<file path="src/rtl/fte_pkg.sv">
`timescale 1ns / 1ps
// ----------------------------------------------------------------------------
// fte_pkg
// Shared types, widths and codes of the screen fade envelope.
// ----------------------------------------------------------------------------
package fte_pkg;

  localparam int ELAPSED_WIDTH = 32;
  localparam int REG_W         = 24;
  localparam int FRAME_W       = 20;
  localparam int IDX_W         = 2;
  localparam int ALPHA_W       = 8;
  localparam int QUOT_W        = ALPHA_W;
  localparam int THR_W         = REG_W + 2;
  localparam int NUM_W         = REG_W + QUOT_W;
  localparam int CNT_W         = $clog2(QUOT_W);

  localparam logic [ALPHA_W-1:0] ALPHA_FULL = ALPHA_W'(255);

  localparam logic [REG_W-1:0] FADE_OUT_RST = REG_W'(500000);
  localparam logic [REG_W-1:0] HOLD_RST     = REG_W'(250000);
  localparam logic [REG_W-1:0] FADE_IN_RST  = REG_W'(500000);

  typedef enum logic [IDX_W-1:0] {
    REG_FADE_OUT = 2'd0,
    REG_HOLD     = 2'd1,
    REG_FADE_IN  = 2'd2
  } reg_idx_e;

  typedef enum logic {
    OP_ADVANCE = 1'b0,
    OP_RESTART = 1'b1
  } op_e;

  typedef enum logic [1:0] {
    PH_FADE_OUT = 2'd0,
    PH_HOLD     = 2'd1,
    PH_FADE_IN  = 2'd2,
    PH_DONE     = 2'd3
  } phase_e;

  typedef enum logic [2:0] {
    ST_IDLE,
    ST_ACC,
    ST_PHASE,
    ST_PREP,
    ST_DIV,
    ST_EMIT
  } st_e;

  typedef struct packed {
    logic [REG_W-1:0] fade_out;
    logic [REG_W-1:0] hold;
    logic [REG_W-1:0] fade_in;
  } cfg_t;

  typedef struct packed {
    logic             start;
    logic [NUM_W-1:0] dividend;
    logic [REG_W-1:0] divisor;
  } div_req_t;

  typedef struct packed {
    logic              busy;
    logic              done;
    logic [QUOT_W-1:0] quot;
  } div_rsp_t;

  typedef struct packed {
    logic               color_white;
    logic [ALPHA_W-1:0] alpha;
    phase_e             phase;
    logic               fading_out;
    logic               fading_in;
    logic               faded_out_event;
    logic               faded_in_event;
  } res_t;

endpackage

</file>
<file path="src/rtl/fte_if.sv">
`timescale 1ns / 1ps
// ----------------------------------------------------------------------------
// fte_if
// Channel interfaces of the fade envelope: frame items, results, config.
// ----------------------------------------------------------------------------
interface fte_in_if;
  logic                        valid;
  logic                        ready;
  logic                        operation;
  logic [fte_pkg::FRAME_W-1:0] frame_ticks;
  logic                        fill_black;

  modport source (output valid, output operation, output frame_ticks,
                  output fill_black, input ready);
  modport sink   (input valid, input operation, input frame_ticks,
                  input fill_black, output ready);
endinterface

interface fte_out_if;
  logic                        valid;
  logic                        ready;
  logic                        color_white;
  logic [fte_pkg::ALPHA_W-1:0] alpha;
  logic [1:0]                  phase;
  logic                        fading_out;
  logic                        fading_in;
  logic                        faded_out_event;
  logic                        faded_in_event;

  modport source (output valid, output color_white, output alpha, output phase,
                  output fading_out, output fading_in, output faded_out_event,
                  output faded_in_event, input ready);
  modport sink   (input valid, input color_white, input alpha, input phase,
                  input fading_out, input fading_in, input faded_out_event,
                  input faded_in_event, output ready);
endinterface

interface fte_cfg_if;
  logic                      valid;
  logic                      ready;
  logic [fte_pkg::IDX_W-1:0] index;
  logic [fte_pkg::REG_W-1:0] data;

  modport source (output valid, output index, output data, input ready);
  modport sink   (input valid, input index, input data, output ready);
endinterface

</file>
<file path="src/rtl/fade_transition_envelope.sv">
`timescale 1ns / 1ps
// ----------------------------------------------------------------------------
// fade_transition_envelope
// Screen fade envelope: overlay opacity, phase and events per frame beat.
// ----------------------------------------------------------------------------
// Usage:
//   in_i  : one beat per video frame; operation selects advance or restart,
//           frame_ticks is the frame time in microsecond ticks.
//   out_o : exactly one result beat per input beat, in order.
//   cfg_i : duration writes (index 0 fade out, 1 hold, 2 fade in); always
//           ready, write only while no frame is in flight.
// Flow: a restart beat goes straight to the emit state; an advance beat
//   adds its frame time, then picks the phase, and in a ramp also prepares
//   and runs the shared 8-step divider that forms the alpha value. One
//   frame is in work at a time, so no new beat is taken until the result
//   of the last one is parked in the output register.
// The input is ready again as soon as a result is parked in the output
// register, so the next beat may be taken while the receiver stalls; the
// sequencer waits only when a second result finds the register still full.
// Reset clears the accumulated time, the raised-event flags and the output
// valid, and loads the default durations.
// ----------------------------------------------------------------------------
module fade_transition_envelope (
  input  logic     clk_i,
  input  logic     rst_ni,
  fte_in_if.sink   in_i,
  fte_out_if.source out_o,
  fte_cfg_if.sink  cfg_i
);
  import fte_pkg::*;

  localparam int EW = ELAPSED_WIDTH;

  cfg_t     cfg;
  div_req_t div_req;
  div_rsp_t div_rsp;

  st_e                st_q, st_d;
  logic [EW-1:0]      elapsed_q, elapsed_d;
  logic               raised_out_q, raised_out_d;
  logic               raised_in_q, raised_in_d;
  logic [FRAME_W-1:0] frame_q, frame_d;
  logic               black_q, black_d;
  logic [THR_W-1:0]   b_q, b_d;
  logic [REG_W-1:0]   x_q, x_d;
  phase_e             phase_q, phase_d;
  logic [ALPHA_W-1:0] alpha_q, alpha_d;
  logic               ev_out_q, ev_out_d;
  logic               ev_in_q, ev_in_d;
  res_t               res_q, res_d;
  logic               out_valid_q, out_valid_d;

  logic [EW:0]        sum_w;
  logic [THR_W-1:0]   c_w;
  logic [EW-1:0]      diff_w;
  logic [NUM_W-1:0]   num_w;
  logic               in_fire;

  fte_regs u_regs (
    .clk_i  (clk_i),
    .rst_ni (rst_ni),
    .cfg_i  (cfg_i),
    .cfg_o  (cfg)
  );

  fte_div u_div (
    .clk_i  (clk_i),
    .rst_ni (rst_ni),
    .req_i  (div_req),
    .rsp_o  (div_rsp)
  );

  assign in_i.ready = (st_q == ST_IDLE);
  assign in_fire    = in_i.valid && in_i.ready;

  assign sum_w  = {1'b0, elapsed_q} + (EW + 1)'(frame_q);
  assign c_w    = b_q + THR_W'(cfg.fade_in);
  assign diff_w = elapsed_q - EW'(b_q);
  // x * 255 as a shift and subtract
  assign num_w  = (NUM_W'(x_q) << QUOT_W) - NUM_W'(x_q);

  always_comb begin
    st_d         = st_q;
    elapsed_d    = elapsed_q;
    raised_out_d = raised_out_q;
    raised_in_d  = raised_in_q;
    frame_d      = frame_q;
    black_d      = black_q;
    b_d          = b_q;
    x_d          = x_q;
    phase_d      = phase_q;
    alpha_d      = alpha_q;
    ev_out_d     = ev_out_q;
    ev_in_d      = ev_in_q;
    res_d        = res_q;
    out_valid_d  = out_valid_q && !out_o.ready;
    div_req      = '0;

    case (st_q)
      ST_IDLE: begin
        if (in_fire) begin
          if (op_e'(in_i.operation) == OP_RESTART) begin
            elapsed_d    = '0;
            raised_out_d = 1'b0;
            raised_in_d  = 1'b0;
            black_d      = 1'b1;
            phase_d      = PH_FADE_OUT;
            alpha_d      = '0;
            ev_out_d     = 1'b0;
            ev_in_d      = 1'b0;
            st_d         = ST_EMIT;
          end else begin
            frame_d = in_i.frame_ticks;
            black_d = in_i.fill_black;
            st_d    = ST_ACC;
          end
        end
      end

      ST_ACC: begin
        // saturate at the top of the accumulator
        elapsed_d = sum_w[EW] ? '1 : sum_w[EW-1:0];
        b_d       = THR_W'(cfg.fade_out) + THR_W'(cfg.hold);
        st_d      = ST_PHASE;
      end

      ST_PHASE: begin
        if (elapsed_q < EW'(cfg.fade_out)) begin
          phase_d = PH_FADE_OUT;
          x_d     = elapsed_q[REG_W-1:0];
          st_d    = ST_PREP;
        end else if (elapsed_q < EW'(b_q)) begin
          phase_d = PH_HOLD;
          alpha_d = ALPHA_FULL;
          st_d    = ST_EMIT;
        end else if (elapsed_q < EW'(c_w)) begin
          phase_d = PH_FADE_IN;
          x_d     = diff_w[REG_W-1:0];
          st_d    = ST_PREP;
        end else begin
          phase_d = PH_DONE;
          alpha_d = '0;
          st_d    = ST_EMIT;
        end
        // a frame may skip straight past hold, still raise both once
        ev_out_d = 1'b0;
        ev_in_d  = 1'b0;
        if (!(elapsed_q < EW'(cfg.fade_out)) && !raised_out_q) begin
          ev_out_d     = 1'b1;
          raised_out_d = 1'b1;
        end
        if (!(elapsed_q < EW'(c_w)) && !raised_in_q) begin
          ev_in_d     = 1'b1;
          raised_in_d = 1'b1;
        end
      end

      ST_PREP: begin
        div_req.start = 1'b1;
        if (phase_q == PH_FADE_IN) begin
          // round up: add divisor minus one
          div_req.dividend = num_w + NUM_W'(cfg.fade_in) - NUM_W'(1);
          div_req.divisor  = cfg.fade_in;
        end else begin
          div_req.dividend = num_w;
          div_req.divisor  = cfg.fade_out;
        end
        st_d = ST_DIV;
      end

      ST_DIV: begin
        if (div_rsp.done) begin
          alpha_d = (phase_q == PH_FADE_IN) ? (ALPHA_FULL - div_rsp.quot) : div_rsp.quot;
          st_d    = ST_EMIT;
        end
      end

      ST_EMIT: begin
        if (!out_valid_q || out_o.ready) begin
          res_d.color_white     = !black_q;
          res_d.alpha           = alpha_q;
          res_d.phase           = phase_q;
          res_d.fading_out      = (phase_q == PH_FADE_OUT);
          res_d.fading_in       = (phase_q == PH_FADE_IN);
          res_d.faded_out_event = ev_out_q;
          res_d.faded_in_event  = ev_in_q;
          out_valid_d           = 1'b1;
          st_d                  = ST_IDLE;
        end
      end

      default: st_d = ST_IDLE;
    endcase
  end

  always_ff @(posedge clk_i or negedge rst_ni) begin
    if (!rst_ni) begin
      st_q         <= ST_IDLE;
      elapsed_q    <= '0;
      raised_out_q <= 1'b0;
      raised_in_q  <= 1'b0;
      out_valid_q  <= 1'b0;
    end else begin
      st_q         <= st_d;
      elapsed_q    <= elapsed_d;
      raised_out_q <= raised_out_d;
      raised_in_q  <= raised_in_d;
      out_valid_q  <= out_valid_d;
    end
  end

  always_ff @(posedge clk_i) begin
    frame_q  <= frame_d;
    black_q  <= black_d;
    b_q      <= b_d;
    x_q      <= x_d;
    phase_q  <= phase_d;
    alpha_q  <= alpha_d;
    ev_out_q <= ev_out_d;
    ev_in_q  <= ev_in_d;
    res_q    <= res_d;
  end

  assign out_o.valid           = out_valid_q;
  assign out_o.color_white     = res_q.color_white;
  assign out_o.alpha           = res_q.alpha;
  assign out_o.phase           = res_q.phase;
  assign out_o.fading_out      = res_q.fading_out;
  assign out_o.fading_in       = res_q.fading_in;
  assign out_o.faded_out_event = res_q.faded_out_event;
  assign out_o.faded_in_event  = res_q.faded_in_event;

`ifndef ASSERT_OFF
  a_done_event_phase: assert property (@(posedge clk_i) disable iff (!rst_ni)
    out_valid_q && res_q.faded_in_event |-> res_q.phase == PH_DONE)
    else $error("faded-in event outside the done phase");

  a_div_owned: assert property (@(posedge clk_i) disable iff (!rst_ni)
    div_rsp.busy |-> st_q == ST_DIV)
    else $error("divider busy while the sequencer is not waiting on it");

  a_restart_clears: assert property (@(posedge clk_i) disable iff (!rst_ni)
    in_fire && in_i.operation == OP_RESTART |=>
      elapsed_q == '0 && !raised_out_q && !raised_in_q)
    else $error("restart did not clear the envelope state");
`endif

endmodule

</file>
<file path="src/rtl/fte_regs.sv">
`timescale 1ns / 1ps
// ----------------------------------------------------------------------------
// fte_regs
// Duration registers: fade-out, hold and fade-in lengths in ticks.
// ----------------------------------------------------------------------------
module fte_regs (
  input  logic          clk_i,
  input  logic          rst_ni,
  fte_cfg_if.sink       cfg_i,
  output fte_pkg::cfg_t cfg_o
);
  import fte_pkg::*;

  cfg_t cfg_q;
  cfg_t cfg_d;

  assign cfg_i.ready = 1'b1;
  assign cfg_o       = cfg_q;

  always_comb begin
    cfg_d = cfg_q;
    if (cfg_i.valid) begin
      case (reg_idx_e'(cfg_i.index))
        REG_FADE_OUT: cfg_d.fade_out = cfg_i.data;
        REG_HOLD:     cfg_d.hold     = cfg_i.data;
        REG_FADE_IN:  cfg_d.fade_in  = cfg_i.data;
        default:      cfg_d          = cfg_q;  // drop writes beyond the list
      endcase
    end
  end

  always_ff @(posedge clk_i or negedge rst_ni) begin
    if (!rst_ni) begin
      cfg_q.fade_out <= FADE_OUT_RST;
      cfg_q.hold     <= HOLD_RST;
      cfg_q.fade_in  <= FADE_IN_RST;
    end else begin
      cfg_q <= cfg_d;
    end
  end

endmodule

</file>
<file path="src/rtl/fte_div.sv">
`timescale 1ns / 1ps
// ----------------------------------------------------------------------------
// fte_div
// Restoring divider, one compare and subtract a cycle, 8-bit quotient.
// ----------------------------------------------------------------------------
module fte_div (
  input  logic              clk_i,
  input  logic              rst_ni,
  input  fte_pkg::div_req_t req_i,
  output fte_pkg::div_rsp_t rsp_o
);
  import fte_pkg::*;

  logic [NUM_W-1:0]  rem_q, rem_d;
  logic [NUM_W-1:0]  dvs_q, dvs_d;
  logic [QUOT_W-1:0] quot_q, quot_d;
  logic [CNT_W-1:0]  cnt_q, cnt_d;
  logic              busy_q, busy_d;
  logic              done_q, done_d;
  logic              ge;

  assign ge = (rem_q >= dvs_q);

  always_comb begin
    rem_d  = rem_q;
    dvs_d  = dvs_q;
    quot_d = quot_q;
    cnt_d  = cnt_q;
    busy_d = busy_q;
    done_d = 1'b0;
    if (req_i.start) begin
      // quotient is known to fit, so start with the divisor at its top weight
      rem_d  = req_i.dividend;
      dvs_d  = NUM_W'(req_i.divisor) << (QUOT_W - 1);
      quot_d = '0;
      cnt_d  = CNT_W'(QUOT_W - 1);
      busy_d = 1'b1;
    end else if (busy_q) begin
      if (ge) begin
        rem_d = rem_q - dvs_q;
      end
      quot_d = {quot_q[QUOT_W-2:0], ge};
      dvs_d  = dvs_q >> 1;
      if (cnt_q == '0) begin
        busy_d = 1'b0;
        done_d = 1'b1;
      end else begin
        cnt_d = cnt_q - 1'b1;
      end
    end
  end

  always_ff @(posedge clk_i or negedge rst_ni) begin
    if (!rst_ni) begin
      busy_q <= 1'b0;
      done_q <= 1'b0;
      cnt_q  <= '0;
    end else begin
      busy_q <= busy_d;
      done_q <= done_d;
      cnt_q  <= cnt_d;
    end
  end

  always_ff @(posedge clk_i) begin
    rem_q  <= rem_d;
    dvs_q  <= dvs_d;
    quot_q <= quot_d;
  end

  assign rsp_o.busy = busy_q;
  assign rsp_o.done = done_q;
  assign rsp_o.quot = quot_q;

endmodule
</file>
<file path="src/flat_wrapper.sv">
// flat-port wrapper written by rule: the top's interface ports become plain ports
module fade_transition_envelope_flat import fte_pkg::*;
  (clk_i, rst_ni, in_i_valid, in_i_operation, in_i_frame_ticks, in_i_fill_black, in_i_ready, out_o_valid, out_o_color_white, out_o_alpha, out_o_phase, out_o_fading_out, out_o_fading_in, out_o_faded_out_event, out_o_faded_in_event, out_o_ready, cfg_i_valid, cfg_i_index, cfg_i_data, cfg_i_ready);
  fte_in_if in_i_i ();
  fte_out_if out_o_i ();
  fte_cfg_if cfg_i_i ();
  input  logic clk_i;
  input  logic rst_ni;
  input wire logic [$bits(in_i_i.valid)-1:0] in_i_valid;
  input wire logic [$bits(in_i_i.operation)-1:0] in_i_operation;
  input wire logic [$bits(in_i_i.frame_ticks)-1:0] in_i_frame_ticks;
  input wire logic [$bits(in_i_i.fill_black)-1:0] in_i_fill_black;
  output wire logic [$bits(in_i_i.ready)-1:0] in_i_ready;
  output wire logic [$bits(out_o_i.valid)-1:0] out_o_valid;
  output wire logic [$bits(out_o_i.color_white)-1:0] out_o_color_white;
  output wire logic [$bits(out_o_i.alpha)-1:0] out_o_alpha;
  output wire logic [$bits(out_o_i.phase)-1:0] out_o_phase;
  output wire logic [$bits(out_o_i.fading_out)-1:0] out_o_fading_out;
  output wire logic [$bits(out_o_i.fading_in)-1:0] out_o_fading_in;
  output wire logic [$bits(out_o_i.faded_out_event)-1:0] out_o_faded_out_event;
  output wire logic [$bits(out_o_i.faded_in_event)-1:0] out_o_faded_in_event;
  input wire logic [$bits(out_o_i.ready)-1:0] out_o_ready;
  input wire logic [$bits(cfg_i_i.valid)-1:0] cfg_i_valid;
  input wire logic [$bits(cfg_i_i.index)-1:0] cfg_i_index;
  input wire logic [$bits(cfg_i_i.data)-1:0] cfg_i_data;
  output wire logic [$bits(cfg_i_i.ready)-1:0] cfg_i_ready;
  assign in_i_i.valid = in_i_valid;
  assign in_i_i.operation = in_i_operation;
  assign in_i_i.frame_ticks = in_i_frame_ticks;
  assign in_i_i.fill_black = in_i_fill_black;
  assign in_i_ready = in_i_i.ready;
  assign out_o_valid = out_o_i.valid;
  assign out_o_color_white = out_o_i.color_white;
  assign out_o_alpha = out_o_i.alpha;
  assign out_o_phase = out_o_i.phase;
  assign out_o_fading_out = out_o_i.fading_out;
  assign out_o_fading_in = out_o_i.fading_in;
  assign out_o_faded_out_event = out_o_i.faded_out_event;
  assign out_o_faded_in_event = out_o_i.faded_in_event;
  assign out_o_i.ready = out_o_ready;
  assign cfg_i_i.valid = cfg_i_valid;
  assign cfg_i_i.index = cfg_i_index;
  assign cfg_i_i.data = cfg_i_data;
  assign cfg_i_ready = cfg_i_i.ready;
  fade_transition_envelope u_core (.clk_i(clk_i), .rst_ni(rst_ni), .in_i(in_i_i), .out_o(out_o_i), .cfg_i(cfg_i_i));
endmodule
</file>
<file path="config.mk">
export PLATFORM = sky130hd
export DESIGN_NAME = fade_transition_envelope_flat
export DESIGN_NICKNAME = d
export VERILOG_FILES = /design/src/rtl/fte_pkg.sv /design/src/rtl/fte_if.sv /design/src/rtl/fade_transition_envelope.sv /design/src/rtl/fte_regs.sv /design/src/rtl/fte_div.sv /design/src/flat_wrapper.sv
export SDC_FILE = /design/constraint.sdc
export NUM_CORES = 1
export LEC_CHECK = 0
export BUFFER_PORTS_ARGS = -buffer_cell sky130_fd_sc_hd__buf_2
export CORE_MARGIN = 3
export CORE_UTILIZATION = 25
export CTS_BUF_LIST = sky130_fd_sc_hd__clkbuf_8
export CTS_CLUSTER_DIAMETER = 100
export DETAILED_ROUTE_END_ITERATION = 6
export GPL_ROUTABILITY_DRIVEN = 0
export PLACE_DENSITY = 0.46
export SLEW_MARGIN = 10
export SYNTH_ARGS = -nofsm -noshare
export SYNTH_HDL_FRONTEND = slang
export SYNTH_HIERARCHICAL = 1
export SYNTH_SLANG_ARGS = --single-unit
</file>
<file path="constraint.sdc">
create_clock -name clk_i -period 6.2 [get_ports clk_i]
set_clock_uncertainty 0.05 [all_clocks]
set_input_delay 0.93 -clock clk_i [delete_from_list [all_inputs] [get_ports clk_i]]
set_output_delay 0.93 -clock clk_i [all_outputs]
set_load 0.05 [all_outputs]
</file>
==> run_summary.xml, run 1 <==
<?xml version="1.0" encoding="UTF-8"?>
<metrics>
  <group name="die">
    <metric name="initial_utilization" unit="%">25.33</metric>
    <metric name="design.core.area" unit="um^2">88920</metric>
    <metric name="boundaryPins" unit="">71</metric>
    <metric name="die_area" unit="um^2">93730</metric>
    <metric name="die_h" unit="um">306.2</metric>
    <metric name="chipWidth" unit="um">306.2</metric>
    <metric name="rows" unit="">109</metric>
  </group>
  <group name="drt">
    <metric name="drt-initial-drc-count" unit="">915</metric>
    <metric name="detail_route.drc_violations" unit="">0</metric>
    <metric name="vias_per_cell" unit="">4.744</metric>
    <metric name="drt-pass1-iter-count" unit="">5</metric>
    <metric name="totalWireLength" unit="mm">63.66</metric>
    <metric name="avgRoutedWirePerCell" unit="um">17.15</metric>
    <metric name="antenna_violating_nets_remaining" unit="">0</metric>
    <metric name="detailroute.via_count" unit="">17610</metric>
  </group>
  <group name="clock_tree">
    <metric name="post_cts_hold_buffer_count" unit="">0</metric>
    <metric name="ctsResizeCount" unit="">0</metric>
    <metric name="cts-htree-levels" unit="">2</metric>
    <metric name="clkSinkCount" unit="">283</metric>
    <metric name="cts.repair_timing.setup_buffer_count" unit="">0</metric>
    <metric name="clockRootBuffer" unit="">sky130_fd_sc_hd__clkbuf_8</metric>
    <metric name="ctsLongestPathBuffers" unit="">3</metric>
    <metric name="tritoncts" unit="">done</metric>
    <metric name="clock_latency" unit="ns">0.65</metric>
    <metric name="numCtsBuffers" unit="">54</metric>
    <metric name="path_clk_slew" unit="ns">0.06</metric>
  </group>
  <group name="critical_path">
    <metric name="worstPathMaxFanout" unit="">24</metric>
    <metric name="rr_startpoint" unit="">u_core/u_regs/cfg_o[0]</metric>
    <metric name="worst_reg_to_reg_path_cell_count" unit="">23</metric>
    <metric name="crit_path_start_kind" unit="">register</metric>
    <metric name="r2r_setup_slack" unit="ns">0.68</metric>
    <metric name="setup.worst_path.class" unit="">register to register</metric>
    <metric name="rr_endpoint" unit="">u_core/x_q[15]</metric>
    <metric name="critPathCaptureType" unit="">register</metric>
    <metric name="worst-endpoint-arrival" unit="ns">5.77</metric>
    <metric name="cp.required" unit="ns">6.45</metric>
  </group>
  <group name="sta">
    <metric name="setup_total_negative_slack" unit="ns">0</metric>
    <metric name="timing.final.hold_violations" unit="">0</metric>
    <metric name="final.min_clock_period" unit="ns">5.523</metric>
    <metric name="rsz0062_at_grt" unit="">no</metric>
    <metric name="worstMarginPinSlew" unit="ns">1.008</metric>
    <metric name="fmaxAchievable" unit="MHz">181.1</metric>
    <metric name="worst_slew_slack_as_a_fraction_of_its_limit" unit="%">32.45</metric>
    <metric name="layout_setup_ws" unit="ns">0.6773</metric>
    <metric name="holdWs" unit="ns">0.2391</metric>
    <metric name="timing.final.crit_share" unit="%">89.08</metric>
    <metric name="final_max_slew_viol_count" unit="">0</metric>
    <metric name="setup_viol" unit="">0</metric>
  </group>
  <group name="pwr">
    <metric name="power.density_cell_area" unit="nW/um^2">467.6</metric>
    <metric name="leakagePower" unit="nW">11.30</metric>
    <metric name="vdd_ir_drop_max" unit="V">0.0002045</metric>
  </group>
  <group name="global_route">
    <metric name="grt_max_degree" unit="">83</metric>
    <metric name="antenna_found_initial" unit="">3</metric>
    <metric name="global_route.usage.total" unit="%">13.50</metric>
    <metric name="grt_pass1_vias" unit="">17750</metric>
    <metric name="grt.overflow.total" unit="">0</metric>
    <metric name="grt_first_pass_wirelength" unit="mm">101.0</metric>
  </group>
  <group name="min_path">
    <metric name="hp-class" unit="">input port to asynchronous set/reset pin</metric>
  </group>
  <group name="cells_and_area">
    <metric name="nNetsFinal" unit="">2805</metric>
    <metric name="layout-drive-gt1-share" unit="%">12.80</metric>
    <metric name="final_cell_area" unit="um^2">25160</metric>
    <metric name="areaGrowthSynthToFinish" unit="%">11.69</metric>
  </group>
  <group name="logic_synthesis">
    <metric name="synth_nets" unit="">2739</metric>
    <metric name="mappedNetlistArea" unit="um^2">22520</metric>
    <metric name="synth.yosys.warnings" unit="">6</metric>
    <metric name="syn_avg_cell_area" unit="um^2">9.250</metric>
    <metric name="netlist_instances" unit="">2435</metric>
  </group>
  <group name="status">
    <metric name="status" unit="">finished clean</metric>
  </group>
  <group name="placement">
    <metric name="dp.final_hpwl" unit="mm">48.95</metric>
    <metric name="detailedPlace.worstSlack" unit="ns">0.7088</metric>
    <metric name="buffers_on_ports" unit="">69</metric>
    <metric name="placedInstanceArea" unit="um^2">24100</metric>
  </group>
  <group name="run">
    <metric name="drv_cap" unit="">0</metric>
  </group>
</metrics>
==> flip-flops by register name, indices dropped and copies added, names as in the netlist, 3 cells and up <==
| signal | count |
|---|---|
| u_core/u_div/cnt_q | 3 |
| u_core/b_q | 25 |
| u_core/u_div/dvs_q | 31 |
| u_core/u_regs/cfg_o | 72 |
| u_core/alpha_q | 8 |
| u_core/frame_q | 20 |
| u_core/u_div/rem_q | 32 |
| u_core/st_q | 3 |
| u_core/out_o.alpha | 8 |
| u_core/x_q | 24 |
| u_core/elapsed_q | 32 |
| u_core/u_div/quot_q | 8 |
==> power breakdown <==
| group | switching (mW) | internal [mW] |
|---|---|---|
| Combinational | 3.99 | 2.86 |
| Sequential | 0.448 | 2.65 |
| Clock | 0.847 | 0.970 |
==> through the flow <==
stage,cells,power [mW],util (%)
after floorplan,2435,8.336,-
after global placement,3610,9.993,27.10
after detailed placement,3610,9.952,27.10
final,3712,11.76,28.29
after global routing,3712,12.87,28.29
after CTS,3711,11.88,28.29
==> worst max-delay path by stage <==
stage / startpoint / endpoint / slack (ns) / cells after the start
2_1_floorplan: u_core/u_regs/cfg_o[0] / u_core/x_q[0] / 0.64 / 22
3_3_place_gp: u_core/u_regs/cfg_o[0] / u_core/x_q[2] / 0.76 / 23
3_5_place_dp: u_core/u_regs/cfg_o[0] / u_core/x_q[2] / 0.71 / 23
4_1_cts: u_core/u_regs/cfg_o[0] / u_core/x_q[13] / 0.65 / 23
5_1_grt: u_core/x_q[0] / u_core/u_div/rem_q[31] / 0.25 / 23
6_report: u_core/u_regs/cfg_o[0] / u_core/x_q[15] / 0.68 / 23
==> area by class of cell <==
class / count / area, um^2
Tap cell: 1165 / 1458
Fill cell: 9600 / 63760
Antenna cell: 1 / 2.502
Sequential cell: 283 / 7799
Clock buffer: 60 / 825.8
Multi-Input combinational cell: 1833 / 13440
Clock inverter: 41 / 229.0
Inverter: 243 / 914.6
Timing Repair Buffer: 86 / 491.7
==> metal layers <==
metal / part of all wire (%) / global-route usage, %
met4: 1.9 / 3.102
met3: 2.9 / 1.955
met1: 50 / 18.78
met5: 0.019 / 0
met2: 46 / 22.16
==> layout by cell type, fill, tap and decap left out, drive strengths merged, types with 17 or more instances in the layout <==
cell type,n
dfrtp,94
nand3,37
clkbuf,60
a21o,127
dfstp,21
ha,245
nand2b,29
xor2,60
inv,266
mux2,77
a211oi,31
xnor2,96
mux2i,18
nand2,207
o21a,25
buf,86
nor2,142
and3,26
nor2b,27
nand4,24
o31ai,25
nor3,36
o21bai,22
edfxtp,153
o21ai,159
a22o,17
a21oi,222
==> critical path, cell delays in order, from the launching register on <==
cell                      delay (ns)
sky130_fd_sc_hd__dfrtp_1        0.38
sky130_fd_sc_hd__ha_1           0.18
sky130_fd_sc_hd__inv_1          0.05
sky130_fd_sc_hd__fa_1           0.41
sky130_fd_sc_hd__nor2b_1        0.14
sky130_fd_sc_hd__o21ai_1        0.09
sky130_fd_sc_hd__a21oi_1        0.23
sky130_fd_sc_hd__a41oi_1        0.24
sky130_fd_sc_hd__a21bo_2        0.29
sky130_fd_sc_hd__o31ai_1        0.36
sky130_fd_sc_hd__a31o_2         0.26
sky130_fd_sc_hd__a21o_1         0.12
sky130_fd_sc_hd__a21oi_1        0.07
sky130_fd_sc_hd__xor2_1         0.15
sky130_fd_sc_hd__ha_1           0.30
sky130_fd_sc_hd__a21o_1         0.16
sky130_fd_sc_hd__a21oi_1        0.12
sky130_fd_sc_hd__o21ai_0        0.10
sky130_fd_sc_hd__a21o_1         0.19
sky130_fd_sc_hd__a211o_1        0.28
sky130_fd_sc_hd__a21oi_1        0.23
sky130_fd_sc_hd__a21o_1         0.27
sky130_fd_sc_hd__nor2b_2        0.18
sky130_fd_sc_hd__buf_4          0.31
(Power assumes the default switching activity.)
==> inputs of run 2 (changes only) <==
--- a/config.mk
+++ b/config.mk
@@ -6,7 +6,7 @@
 export NUM_CORES = 1
 export LEC_CHECK = 0
 export BUFFER_PORTS_ARGS = -buffer_cell sky130_fd_sc_hd__buf_2
-export CORE_MARGIN = 3
+export CORE_MARGIN = 5
 export CORE_UTILIZATION = 25
 export CTS_BUF_LIST = sky130_fd_sc_hd__clkbuf_8
 export CTS_CLUSTER_DIAMETER = 100
==> constraint.sdc (replaced) <==
create_clock -name clk_i -period 6.2 [get_ports clk_i]
set_clock_uncertainty 0.05 [all_clocks]
set_input_delay 0.62 -clock clk_i [delete_from_list [all_inputs] [get_ports clk_i]]
set_output_delay 0.62 -clock clk_i [all_outputs]
set_load 0.05 [all_outputs]
==> run_summary.xml, run 2 (synthesis gave the netlist of run 1 again) <==
<?xml version="1.0" encoding="UTF-8"?>
<metrics>
  <group name="status">
    <metric name="status" unit="">finished clean</metric>
  </group>
  <group name="drt">
    <metric name="detailroute.via_count" unit="">17530</metric>
    <metric name="vias_per_cell" unit="">4.706</metric>
    <metric name="totalWireLength" unit="mm">63.82</metric>
    <metric name="avgRoutedWirePerCell" unit="um">17.14</metric>
    <metric name="detail_route.drc_violations" unit="">0</metric>
    <metric name="drt-pass1-iter-count" unit="">7</metric>
    <metric name="antenna_violating_nets_remaining" unit="">0</metric>
    <metric name="drt-initial-drc-count" unit="">912</metric>
  </group>
  <group name="global_route">
    <metric name="grt_first_pass_wirelength" unit="mm">100.6</metric>
    <metric name="antenna_found_initial" unit="">4</metric>
    <metric name="grt_max_degree" unit="">66</metric>
    <metric name="grt.overflow.total" unit="">0</metric>
    <metric name="grt_pass1_vias" unit="">17690</metric>
    <metric name="global_route.usage.total" unit="%">13.16</metric>
  </group>
  <group name="pwr">
    <metric name="power.density_cell_area" unit="nW/um^2">468.9</metric>
    <metric name="internal_power" unit="mW">6.527</metric>
    <metric name="power.share.combinational" unit="%">58.1</metric>
    <metric name="leakagePower" unit="nW">11.32</metric>
    <metric name="netSwitchingFraction" unit="%">44.78</metric>
    <metric name="vdd_ir_drop_max" unit="V">0.0002006</metric>
    <metric name="total_power" unit="mW">11.82</metric>
    <metric name="part_of_the_total_power_dissipated_in_sequential_elements" unit="%">26.1</metric>
    <metric name="p_switching" unit="mW">5.294</metric>
    <metric name="power_frac_clock" unit="%">15.9</metric>
  </group>
  <group name="cells_and_area">
    <metric name="layout-drive-gt1-share" unit="%">13.03</metric>
    <metric name="finish.utilization" unit="%">28.09</metric>
    <metric name="final_common_cell" unit="">sky130_fd_sc_hd__inv_1</metric>
    <metric name="final_cell_area" unit="um^2">25210</metric>
    <metric name="final_cell_mix" unit="">sky130_fd_sc_hd__inv_1 (259), sky130_fd_sc_hd__ha_1 (245), sky130_fd_sc_hd__a21oi_1 (214)</metric>
    <metric name="nNetsFinal" unit="">2806</metric>
    <metric name="stdcell_count" unit="">3724</metric>
    <metric name="fillCellCount" unit="">9695</metric>
    <metric name="largest_reg_flops" unit="">72</metric>
    <metric name="areaGrowthSynthToFinish" unit="%">11.93</metric>
  </group>
  <group name="clock_tree">
    <metric name="numCtsBuffers" unit="">53</metric>
    <metric name="cts-htree-levels" unit="">2</metric>
    <metric name="clock_latency" unit="ns">0.65</metric>
    <metric name="ctsResizeCount" unit="">0</metric>
    <metric name="clkSinkCount" unit="">283</metric>
    <metric name="cts.repair_timing.setup_buffer_count" unit="">0</metric>
    <metric name="tritoncts" unit="">done</metric>
    <metric name="ctsLongestPathBuffers" unit="">3</metric>
    <metric name="path_clk_slew" unit="ns">0.06</metric>
    <metric name="clockRootBuffer" unit="">sky130_fd_sc_hd__clkbuf_8</metric>
  </group>
  <group name="critical_path">
    <metric name="rr_startpoint" unit="">u_core/u_regs/cfg_o[0]</metric>
    <metric name="worst_reg_to_reg_path_cell_count" unit="">23</metric>
    <metric name="setup.worst_path.class" unit="">register to register</metric>
    <metric name="worst-endpoint-arrival" unit="ns">5.72</metric>
    <metric name="critPathCaptureType" unit="">register</metric>
    <metric name="worstPathMaxFanout" unit="">24</metric>
    <metric name="rr_endpoint" unit="">u_core/x_q[13]</metric>
    <metric name="r2r_setup_slack" unit="ns">0.74</metric>
    <metric name="crit_path_end" unit="">u_core/x_q[13]</metric>
    <metric name="startpoint" unit="">u_core/u_regs/cfg_o[0]</metric>
    <metric name="crit_path_start_kind" unit="">register</metric>
    <metric name="cp.required" unit="ns">6.46</metric>
  </group>
  <group name="placement">
    <metric name="dpl.cell_count" unit="">3622</metric>
    <metric name="buffers_on_ports" unit="">69</metric>
    <metric name="detailedPlace.worstSlack" unit="ns">0.7521</metric>
    <metric name="placedInstanceArea" unit="um^2">24100</metric>
    <metric name="dp.final_hpwl" unit="mm">49.68</metric>
  </group>
  <group name="min_path">
    <metric name="hp-class" unit="">input port to register</metric>
    <metric name="worst_hold_path.num_cells" unit="">1</metric>
  </group>
  <group name="sta">
    <metric name="holdWs" unit="ns">0.1013</metric>
    <metric name="final.min_clock_period" unit="ns">5.462</metric>
    <metric name="setup_total_negative_slack" unit="ns">0</metric>
    <metric name="worstMarginPinSlew" unit="ns">1.099</metric>
    <metric name="fmaxAchievable" unit="MHz">183.1</metric>
    <metric name="final_max_slew_viol_count" unit="">0</metric>
    <metric name="rsz0062_at_grt" unit="">no</metric>
    <metric name="setup_viol" unit="">0</metric>
    <metric name="layout_setup_ws" unit="ns">0.7383</metric>
    <metric name="timing.final.crit_share" unit="%">88.09</metric>
    <metric name="worst_slew_slack_as_a_fraction_of_its_limit" unit="%">26.73</metric>
    <metric name="timing.final.hold_violations" unit="">0</metric>
  </group>
  <group name="die">
    <metric name="chipWidth" unit="um">310.2</metric>
    <metric name="die_area" unit="um^2">96200</metric>
    <metric name="initial_utilization" unit="%">25.10</metric>
    <metric name="die_h" unit="um">310.2</metric>
    <metric name="rows" unit="">110</metric>
    <metric name="boundaryPins" unit="">71</metric>
    <metric name="design.core.area" unit="um^2">89740</metric>
  </group>
  <group name="run">
    <metric name="drv_cap" unit="">0</metric>
  </group>
</metrics>
-- run 2: cell count changes in the layout (fill, tap and decap cells not counted) --
cell                            delta
sky130_fd_sc_hd__inv_1             -3
sky130_fd_sc_hd__inv_6             +1
sky130_fd_sc_hd__buf_6             -1
sky130_fd_sc_hd__clkinv_1          -3
sky130_fd_sc_hd__buf_4             +3
sky130_fd_sc_hd__clkinv_2          +1
sky130_fd_sc_hd__clkinvlp_4        -1
sky130_fd_sc_hd__dlygate4sd3_1     +1
sky130_fd_sc_hd__buf_12            -1
sky130_fd_sc_hd__clkbuf_8          +4
-- run 2: critical path, cell delays in order (launching register included) --
cell,delay [ns]
sky130_fd_sc_hd__dfrtp_1,0.38
sky130_fd_sc_hd__ha_1,0.19
sky130_fd_sc_hd__inv_1,0.06
sky130_fd_sc_hd__fa_1,0.39
sky130_fd_sc_hd__nor2b_1,0.14
sky130_fd_sc_hd__o21ai_1,0.09
sky130_fd_sc_hd__a21oi_1,0.27
sky130_fd_sc_hd__a41oi_1,0.21
sky130_fd_sc_hd__a21bo_2,0.28
sky130_fd_sc_hd__o31ai_1,0.35
sky130_fd_sc_hd__a31o_2,0.25
sky130_fd_sc_hd__a21o_1,0.12
sky130_fd_sc_hd__a21oi_1,0.07
sky130_fd_sc_hd__xor2_1,0.15
sky130_fd_sc_hd__ha_1,0.30
sky130_fd_sc_hd__a21o_1,0.16
sky130_fd_sc_hd__a21oi_1,0.12
sky130_fd_sc_hd__o21ai_0,0.09
sky130_fd_sc_hd__a21o_1,0.18
sky130_fd_sc_hd__a211o_1,0.28
sky130_fd_sc_hd__a21oi_1,0.23
sky130_fd_sc_hd__a21o_1,0.28
sky130_fd_sc_hd__nor2b_2,0.17
sky130_fd_sc_hd__buf_4,0.31
-- run 2: power by group through the flow --
stage	Combinational, mW	Clock, mW	Sequential (mW)
2_1_floorplan	5.35	0	2.98
3_3_place_gp	6.87	0	3.12
3_5_place_dp	6.83	0	3.12
4_1_cts	6.89	1.97	3.09
5_1_grt	7.74	2.05	3.15
6_report	6.86	1.87	3.08
-- run 2: cell type report --
| type | count | area, um^2 | area share, % |
|---|---|---|---|
| well taps | 1176 | 1471 | 5.837 |
| repair buffers | 88 | 493.0 | 1.955 |
| clock buffers | 64 | 880.8 | 3.494 |
| inverters | 243 | 914.6 | 3.628 |
| clock inverters | 36 | 212.7 | 0.8437 |
| flip-flops and latches | 283 | 7799 | 30.93 |
| multi-input cells | 1833 | 13440 | 53.30 |
| diodes | 1 | 2.502 | 0.009926 |
-- run 2: timing repair --
item,4_1_cts,5_1_grt
setup endpoints to repair,0,0
hold buffers,1,0
endpoints found under the hold margin,14,0
-- run 2: worst min path at each step --
stage / start / endpoint / slack [ns]
detailed placement: u_core/alpha_q[2] / u_core/out_o.alpha[2] / 0.36
finish: in_i_frame_ticks[6] / u_core/frame_q[6] / 0.10
global route: in_i_frame_ticks[5] / u_core/frame_q[5] / 0.04
floorplan: rst_ni / u_core/elapsed_q[0] / 0.27
global placement: u_core/alpha_q[6] / u_core/out_o.alpha[6] / 0.36
CTS: in_i_frame_ticks[5] / u_core/frame_q[5] / 0.02
-- run 2: per-layer routing --
metal	track usage (%)	vias up	part of all wire, %
met5	0	-	0.016
met4	3.479	2	2.4
met3	1.926	78	2.9
met2	21.50	239	45
met1	18.34	8285	50
li1	-	8923	-
